==> src/sss_pkg.sv <==
// shared types and constants of the servo strike sequencer
package sss_pkg;

    // sequence limits and hold time
    localparam logic [3:0]  MAX_STRIKES = 4'd12;
    localparam logic [15:0] SETTLE_MS   = 16'd100;

    // reset values of the configuration registers
    localparam logic [7:0]  LIFT_ANGLE_RST = 8'd40;
    localparam logic [7:0]  TAIL_ANGLE_RST = 8'd0;
    localparam logic [7:0]  STEP_TIME_RST  = 8'd5;
    localparam logic [15:0] PAUSE_MS_RST   = 16'd1000;

    // configuration register indexes
    localparam logic [1:0] CFG_LIFT_ANGLE = 2'd0;
    localparam logic [1:0] CFG_TAIL_ANGLE = 2'd1;
    localparam logic [1:0] CFG_STEP_TIME  = 2'd2;
    localparam logic [1:0] CFG_PAUSE_MS   = 2'd3;

    // input command codes
    localparam logic CMD_TICK  = 1'b0;
    localparam logic CMD_START = 1'b1;

    // sequencer phases, one-hot
    typedef enum logic [4:0] {
        PH_IDLE  = 5'b00001,
        PH_TAIL  = 5'b00010,
        PH_SWEEP = 5'b00100,
        PH_LIFT  = 5'b01000,
        PH_PAUSE = 5'b10000
    } t_phase;

    // configuration register contents
    typedef struct packed {
        logic [7:0]  lift_angle;
        logic [7:0]  tail_angle;
        logic [7:0]  step_time_ms;
        logic [15:0] pause_ms;
    } t_cfg;

    // one result transaction
    typedef struct packed {
        logic       sequence_done;
        logic [3:0] strike_number;
        logic       busy_res;
        logic       servo_enabled;
        logic [7:0] servo_angle;
    } t_result;

endpackage

==> src/sss_cfg_regs.sv <==
// configuration register file of the servo strike sequencer
module sss_cfg_regs (
    input  logic           i_clk,
    input  logic           i_rst_n,
    input  logic           i_cfg_we,
    input  logic [1:0]     i_cfg_idx,
    input  logic [15:0]    i_cfg_wdata,
    output sss_pkg::t_cfg  o_cfg
);
    import sss_pkg::*;

    t_cfg r_cfg;
    t_cfg n_cfg;

    // decode the write index
    always_comb begin
        n_cfg = r_cfg;
        if (i_cfg_we) begin
            case (i_cfg_idx)
                CFG_LIFT_ANGLE: n_cfg.lift_angle   = i_cfg_wdata[7:0];
                CFG_TAIL_ANGLE: n_cfg.tail_angle   = i_cfg_wdata[7:0];
                CFG_STEP_TIME:  n_cfg.step_time_ms = i_cfg_wdata[7:0];
                CFG_PAUSE_MS:   n_cfg.pause_ms     = i_cfg_wdata;
                default:        n_cfg = r_cfg;
            endcase
        end
    end

    always_ff @(posedge i_clk) begin
        if (!i_rst_n) begin
            r_cfg.lift_angle   <= LIFT_ANGLE_RST;
            r_cfg.tail_angle   <= TAIL_ANGLE_RST;
            r_cfg.step_time_ms <= STEP_TIME_RST;
            r_cfg.pause_ms     <= PAUSE_MS_RST;
        end else begin
            r_cfg <= n_cfg;
        end
    end

    assign o_cfg = r_cfg;

endmodule

==> src/sss_core.sv <==
// strike sequencer state and its per-transaction update
module sss_core (
    input  logic             i_clk,
    input  logic             i_rst_n,
    input  logic             i_advance,
    input  logic             i_command,
    input  logic [7:0]       i_strike_count,
    input  sss_pkg::t_cfg    i_cfg,
    output sss_pkg::t_result o_res
);
    import sss_pkg::*;

    t_phase      r_phase,  n_phase;
    logic [15:0] r_wait,   n_wait;
    logic [7:0]  r_angle,  n_angle;
    logic [3:0]  r_done,   n_done;
    logic [3:0]  r_total,  n_total;
    logic        r_enable, n_enable;
    logic        n_seq_done;

    logic        expired;
    logic [15:0] wait_dec;
    logic [15:0] step_period;
    logic [7:0]  angle_step;
    logic [3:0]  done_inc;
    logic [3:0]  count_clamped;

    // counter expiry and sweep helpers
    assign expired     = (r_wait <= 16'd1);
    assign wait_dec    = r_wait - 16'd1;
    assign step_period = (i_cfg.step_time_ms == 8'd0) ? 16'd1 : {8'd0, i_cfg.step_time_ms};
    assign done_inc    = r_done + 4'd1;

    always_comb begin
        if (r_angle < i_cfg.lift_angle) begin
            angle_step = r_angle + 8'd1;
        end else if (r_angle > i_cfg.lift_angle) begin
            angle_step = r_angle - 8'd1;
        end else begin
            angle_step = r_angle;
        end
    end

    // strike count clamped to 1..max
    always_comb begin
        if (i_strike_count == 8'd0) begin
            count_clamped = 4'd1;
        end else if (i_strike_count > {4'd0, MAX_STRIKES}) begin
            count_clamped = MAX_STRIKES;
        end else begin
            count_clamped = i_strike_count[3:0];
        end
    end

    // next state for one transaction
    always_comb begin
        n_phase    = r_phase;
        n_wait     = r_wait;
        n_angle    = r_angle;
        n_done     = r_done;
        n_total    = r_total;
        n_enable   = r_enable;
        n_seq_done = 1'b0;
        if (i_command == CMD_START) begin
            if (r_phase == PH_IDLE) begin
                n_total  = count_clamped;
                n_done   = 4'd0;
                n_enable = 1'b1;
                n_angle  = i_cfg.tail_angle;
                n_wait   = SETTLE_MS;
                n_phase  = PH_TAIL;
            end
        end else begin
            case (r_phase)
                PH_IDLE: begin
                    n_phase = PH_IDLE;
                end
                PH_TAIL: begin
                    if (!expired) begin
                        n_wait = wait_dec;
                    end else if (r_angle == i_cfg.lift_angle) begin
                        n_wait  = SETTLE_MS;
                        n_phase = PH_LIFT;
                    end else begin
                        n_wait  = step_period;
                        n_phase = PH_SWEEP;
                    end
                end
                PH_SWEEP: begin
                    if (!expired) begin
                        n_wait = wait_dec;
                    end else begin
                        n_angle = angle_step;
                        if (angle_step == i_cfg.lift_angle) begin
                            n_wait  = SETTLE_MS;
                            n_phase = PH_LIFT;
                        end else begin
                            n_wait = step_period;
                        end
                    end
                end
                PH_LIFT: begin
                    if (!expired) begin
                        n_wait = wait_dec;
                    end else begin
                        n_enable = 1'b0;
                        n_done   = done_inc;
                        if (done_inc >= r_total) begin
                            // last strike finished
                            n_wait     = 16'd0;
                            n_phase    = PH_IDLE;
                            n_done     = 4'd0;
                            n_total    = 4'd0;
                            n_seq_done = 1'b1;
                        end else if (i_cfg.pause_ms == 16'd0) begin
                            n_enable = 1'b1;
                            n_angle  = i_cfg.tail_angle;
                            n_wait   = SETTLE_MS;
                            n_phase  = PH_TAIL;
                        end else begin
                            n_wait  = i_cfg.pause_ms;
                            n_phase = PH_PAUSE;
                        end
                    end
                end
                PH_PAUSE: begin
                    if (!expired) begin
                        n_wait = wait_dec;
                    end else begin
                        n_enable = 1'b1;
                        n_angle  = i_cfg.tail_angle;
                        n_wait   = SETTLE_MS;
                        n_phase  = PH_TAIL;
                    end
                end
                default: begin
                    n_wait  = 16'd0;
                    n_phase = PH_IDLE;
                end
            endcase
        end
    end

    always_ff @(posedge i_clk) begin
        if (!i_rst_n) begin
            r_phase  <= PH_IDLE;
            r_wait   <= 16'd0;
            r_angle  <= 8'd0;
            r_done   <= 4'd0;
            r_total  <= 4'd0;
            r_enable <= 1'b0;
        end else if (i_advance) begin
            r_phase  <= n_phase;
            r_wait   <= n_wait;
            r_angle  <= n_angle;
            r_done   <= n_done;
            r_total  <= n_total;
            r_enable <= n_enable;
        end
    end

    // result describes the state after the transaction
    always_comb begin
        o_res.servo_angle   = n_angle;
        o_res.servo_enabled = n_enable;
        o_res.busy_res      = (n_phase != PH_IDLE);
        o_res.strike_number = (n_phase != PH_IDLE) ? (n_done + 4'd1) : 4'd0;
        o_res.sequence_done = n_seq_done;
    end

endmodule

==> src/servo_strike_sequencer.sv <==
// Servo strike sequencer: an input transaction is either a one millisecond tick
// (tuser 0) or a start request (tuser 1) carrying a strike count in tdata, and
// each one yields exactly one result transaction with the servo angle, enable,
// busy flag, strike number and a done pulse. The block takes one transaction per
// clock cycle while the result side is not stalled, since the state update is a
// single pass between the input register and the result register, which holds
// each result until it is taken. A stalled result holds the input side after
// one more transaction is buffered. Configuration writes take effect on the next
// cycle and should be made while nothing is in flight.
module servo_strike_sequencer (
    input  logic        i_clk,
    input  logic        i_rst_n,
    // configuration write port
    input  logic        i_cfg_we,
    input  logic [1:0]  i_cfg_idx,
    input  logic [15:0] i_cfg_wdata,
    // input stream
    input  logic        s_axis_tvalid,
    output logic        s_axis_tready,
    input  logic [7:0]  s_axis_tdata,   // [7:0] strike_count
    input  logic        s_axis_tuser,   // [0] command
    // result stream
    output logic        m_axis_tvalid,
    input  logic        m_axis_tready,
    output logic [15:0] m_axis_tdata    // [7:0] servo_angle, [8] servo_enabled,
                                        // [9] busy_res, [13:10] strike_number,
                                        // [14] sequence_done, [15] zero
);
    import sss_pkg::*;

    t_cfg       cfg;
    t_result    core_res;
    logic       advance;

    logic       r_in_valid;
    logic       r_in_command;
    logic [7:0] r_in_count;
    logic       r_out_valid;
    t_result    r_out;

    // configuration registers
    sss_cfg_regs u_cfg (
        .i_clk       (i_clk),
        .i_rst_n     (i_rst_n),
        .i_cfg_we    (i_cfg_we),
        .i_cfg_idx   (i_cfg_idx),
        .i_cfg_wdata (i_cfg_wdata),
        .o_cfg       (cfg)
    );

    // the buffered transaction moves on when the result register is free
    assign advance       = r_in_valid && (!r_out_valid || m_axis_tready);
    assign s_axis_tready = !r_in_valid || advance;

    // input register
    always_ff @(posedge i_clk) begin
        if (!i_rst_n) begin
            r_in_valid <= 1'b0;
        end else if (s_axis_tready) begin
            r_in_valid <= s_axis_tvalid;
        end
    end

    always_ff @(posedge i_clk) begin
        if (s_axis_tready && s_axis_tvalid) begin
            r_in_command <= s_axis_tuser;
            r_in_count   <= s_axis_tdata;
        end
    end

    // state update
    sss_core u_core (
        .i_clk          (i_clk),
        .i_rst_n        (i_rst_n),
        .i_advance      (advance),
        .i_command      (r_in_command),
        .i_strike_count (r_in_count),
        .i_cfg          (cfg),
        .o_res          (core_res)
    );

    // result register
    always_ff @(posedge i_clk) begin
        if (!i_rst_n) begin
            r_out_valid <= 1'b0;
        end else if (advance) begin
            r_out_valid <= 1'b1;
        end else if (m_axis_tready) begin
            r_out_valid <= 1'b0;
        end
    end

    always_ff @(posedge i_clk) begin
        if (advance) begin
            r_out <= core_res;
        end
    end

    assign m_axis_tvalid = r_out_valid;
    assign m_axis_tdata  = {1'b0, r_out.sequence_done, r_out.strike_number,
                            r_out.busy_res, r_out.servo_enabled, r_out.servo_angle};

`ifndef SYNTH
    // done pulse only ever comes with the sequence already finished
    a_done_idle: assert property (@(posedge i_clk) disable iff (!i_rst_n)
        (r_out_valid && r_out.sequence_done) |-> (!r_out.busy_res && !r_out.servo_enabled))
        else $error("done result shows a running sequence");

    // idle results carry no strike number and no enabled servo
    a_idle_fields: assert property (@(posedge i_clk) disable iff (!i_rst_n)
        (r_out_valid && !r_out.busy_res) |->
            (r_out.strike_number == 4'd0 && !r_out.servo_enabled))
        else $error("idle result with strike number or enable");

    // a buffered transaction is kept while the result side stalls
    a_in_hold: assert property (@(posedge i_clk) disable iff (!i_rst_n)
        (r_in_valid && !advance) |=> (r_in_valid && $stable(r_in_command)
            && $stable(r_in_count)))
        else $error("buffered transaction lost under stall");

    // a stalled result is not overwritten
    a_out_hold: assert property (@(posedge i_clk) disable iff (!i_rst_n)
        (r_out_valid && !m_axis_tready) |-> !advance)
        else $error("result register overwritten while stalled");
`endif

endmodule

==> config.mk <==
export PLATFORM = sky130hd
export DESIGN_NAME = servo_strike_sequencer
export DESIGN_NICKNAME = d
export VERILOG_FILES = /design/src/sss_pkg.sv /design/src/sss_cfg_regs.sv /design/src/sss_core.sv /design/src/servo_strike_sequencer.sv
export SDC_FILE = /design/constraint.sdc
export NUM_CORES = 1
export LEC_CHECK = 0
export ABC_AREA = 1
export BUFFER_PORTS_ARGS = -buffer_cell sky130_fd_sc_hd__buf_2
export CAP_MARGIN = 30
export CORE_MARGIN = 1
export CORE_UTILIZATION = 30
export DETAILED_ROUTE_END_ITERATION = 16
export MAX_ROUTING_LAYER = met4
export PLACE_DENSITY = 0.46
export SYNTH_ARGS = -nofsm -noshare
export SYNTH_HDL_FRONTEND = slang
export SYNTH_HIERARCHICAL = 1
export SYNTH_SLANG_ARGS = --single-unit
export TNS_END_PERCENT = 10
==> constraint.sdc <==
create_clock -name i_clk -period 2.6 [get_ports i_clk]
set_input_delay 0.13 -clock i_clk [delete_from_list [all_inputs] [get_ports i_clk]]
set_output_delay 0.13 -clock i_clk [all_outputs]
set_load 0.02 [all_outputs]
==> results.yml <==
run_status:
  status: "finished clean"
power_and_ir_drop:
  p_total_mw: 4.22
  p_leak_nw: 3.94
  peakVddDrop_mv: 0.349
  power.density_nw_per_um2: 522
die:
  die_y_um: 149
  dieArea_um2: 22300
  rows: 53
  start_util_pct: 30.8
  die_w_um: 149
  io_pins: 50
  core_area_um2: 21200
drt:
  vias_per_cell: 4.69
  vias: 6395
  drt_iter0_drc: 433
  first_pass_iters: 7
  wl_per_cell_um: 14.2
  ant_nets: 0
  totalWireLength_mm: 19.4
  drc: 0
setup_path:
  crit_slowest_cell: "dfxtp_4"
  path_buf_inv: 1
  critPathCaptureType: "register"
  crit_family: "compound AO/OA/AOI/OAI gates"
  worstPathArrival_ns: 2.61
  critPathMaxStageDelay_ns: 0.37
  startpoint_type: "register"
  cp_cell_sequence: "ha_4 > ha_4 > inv_1 > o21bai_1 > nand3_1 > nand3_2 > nor2_4 > o21ai_4 > o21ai_2 > o21ai_2 > o211ai_1 > nand2_1 > nand2_1"
  cp.required_ns: 2.70
  crit_path_max_fanout: 7
  critPathKind: "reg -> reg"
synthesis:
  syn_nets: 1023
  synth_area_um2: 6510
  synth_flop_cell: "dfxtp_1"
  syn-mean-instance-area_um2: 6.69
  synth-edff-count: 24
  ys_ff_latch: 104
  ys_seq_area_share_pct: 35.7
  yosys_warnings: 6
  synth_cell_types: 47
  postSynthCellCount: 973
  async_flop_share_pct: 0
finish:
  finish.instance_area_um2: 8080
  layout-drive-gt1-share_pct: 18.3
  antenna_cells: 0
  utilization_pct: 38.2
  stdcell_count: 1363
  layout_commonest_cell: "nand2_1"
  syn2layout_area_growth_pct: 24.1
  nFillCells: 2296
  fin_nets: 1133
  final_cell_mix: "234 x nand2_1, 147 x inv_1, 102 x nor2_1"
timing:
  worst_pin_slew_ns: 0.547
  setup_slack_ns: 0.0894
  fin_worst_skew_ns: 0.0140
  slew_headroom_pct: 63.2
  timing.hold.ws_ns: 0.0123
  rsz0062_at_grt: "true"
  period_needed_ns: 2.51
  hold_viol: 0
  setup_viol: 0
  finalMaxSlewViolations: 0
  post-route-period-util_pct: 96.6
  fin_tns_setup_ns: 0
  max_freq_mhz: 398
job:
  cap_violations: 0
placed_design:
  hpwl_mm: 14.5
  dpl_cell_area_um2: 7430
  placed_cells: 1327
  io_buffers: 48
  place_ws_ns: -0.165
  place_congestion: 0.857
clocking:
  insertion_delay_ns: 0.36
  cts_buffers: 9
  cts_root_buffer: "clkbuf_16"
  htree_levels: 3
  cts_max_path_buffers: 2
  path_clk_slew_ns: 0.08
  cts_sinks: 104
  cts_tree: "done"
global_routing:
  grt-ovfl-total: 0
  grt_pass1_vias: 6003
  grt_max_degree: 47
  grt_usage_pct: 18.7
  grt_pass1_wl_mm: 31.6
  antenna_found_initial: 0
worst_hold_path:
  hp-class: "in -> reg"
==> report_power, final <==
group	switching [mW]	leakage, nW	internal, mW
sequential	0.0632	0.886	1.74
combinational	0.639	2.91	0.415
clock	0.688	0.140	0.672
total	1.39	3.94	2.83
==> cell type report <==
class	instances	area, um2	share of cell area [%]
flip-flops and latches	104	2330	28.8
well taps	275	344	4.26
clock buffers	9	225	2.79
repair buffers	134	960	11.9
multi-input cells	673	3560	44.0
clock inverters	7	61.3	0.759
inverters	161	604	7.48
==> path summary, 6_finish.rpt <==
kind | endpoint | slack (ns) | depth (start not counted) | from
setup reg to reg | m_axis_tdata[7] | 0.09 | 13 | u_core/r_done[0]
setup / recovery | m_axis_tdata[7] | 0.09 | 13 | u_core/r_done[0]
hold reg to reg | u_core/r_total[3] | 0.47 | 2 | u_core/r_total[3]
hold / removal | u_cfg/o_cfg[14] | 0.01 | 3 | i_cfg_wdata[14]
==> Yosys cell counts, types with 6 or more instances <==
cell type,number,area share (%)
a21oi_1,67,5.2
buf_2,8,0.62
buf_4,8,0.92
clkbuf_1,19,1.1
dfxtp_1,80,25
edfxtp_1,24,11
ha_1,18,3.5
inv_1,150,8.6
inv_2,9,0.52
nand2_1,238,14
nand3_1,77,5.9
nand3b_1,6,0.69
nand4_1,11,1.1
nor2_1,106,6.1
o21ai_0,52,4.0
o21ai_1,7,0.54
o22ai_1,10,0.96
xnor2_1,8,1.1
xor2_1,16,2.2
==> worst register-to-register path, cell delays in order, from the launching register on <==
cell      delay, ns
dfxtp_4        0.37
ha_4           0.25
ha_4           0.26
inv_1          0.03
o21bai_1       0.16
nand3_1        0.13
nand3_2        0.14
nor2_4         0.07
o21ai_4        0.29
o21ai_2        0.17
o21ai_2        0.13
o211ai_1       0.11
nand2_1        0.09
nand2_1        0.06
==> timing repair <==
action                                  CTS  global route
hold endpoints to repair                 15             0
setup buffers                             0             4
gates cloned                              0             0
hold buffers                             15             0
gates resized for setup                   9            31
endpoints found under the setup margin   22            27
pin swaps                                 1             9
==> cells by family (layout without fill, tap and decap cells) <==
group / after synthesis / after routing / synth area share, %
XOR/XNOR: 24 / 24 / 3.23
flip-flops: 104 / 104 / 35.7
other: 1 / 1 / 0.0576
buffers and inverters: 196 / 311 / 11.9
AND/OR/NAND/NOR: 465 / 465 / 31.4
AO/OA/AOI/OAI: 165 / 165 / 14.2
adder cells (fa/ha/maj): 18 / 18 / 3.46
==> routing by layer <==
layer	track usage, %	part of all wire [%]
met1	27.0	52
met2	27.2	42
met3	2.51	4.3
met4	4.59	1.0
met5	-	0
==> sequential cells by signal, summed over array words and instances (netlist names) <==
| register | count |
|---|---|
| u_core/r_phase | 5 |
| m_axis_tvalid | 1 |
| r_in_command | 1 |
| u_core/r_done | 4 |
| u_cfg/o_cfg | 40 |
| r_in_count | 8 |
| u_core/r_enable | 1 |
| m_axis_tdata | 15 |
| u_core/r_total | 4 |
| u_core/r_wait | 16 |
| u_core/r_angle | 8 |
| r_in_valid | 1 |
Note: power is estimated with default switching activity, not from simulation.
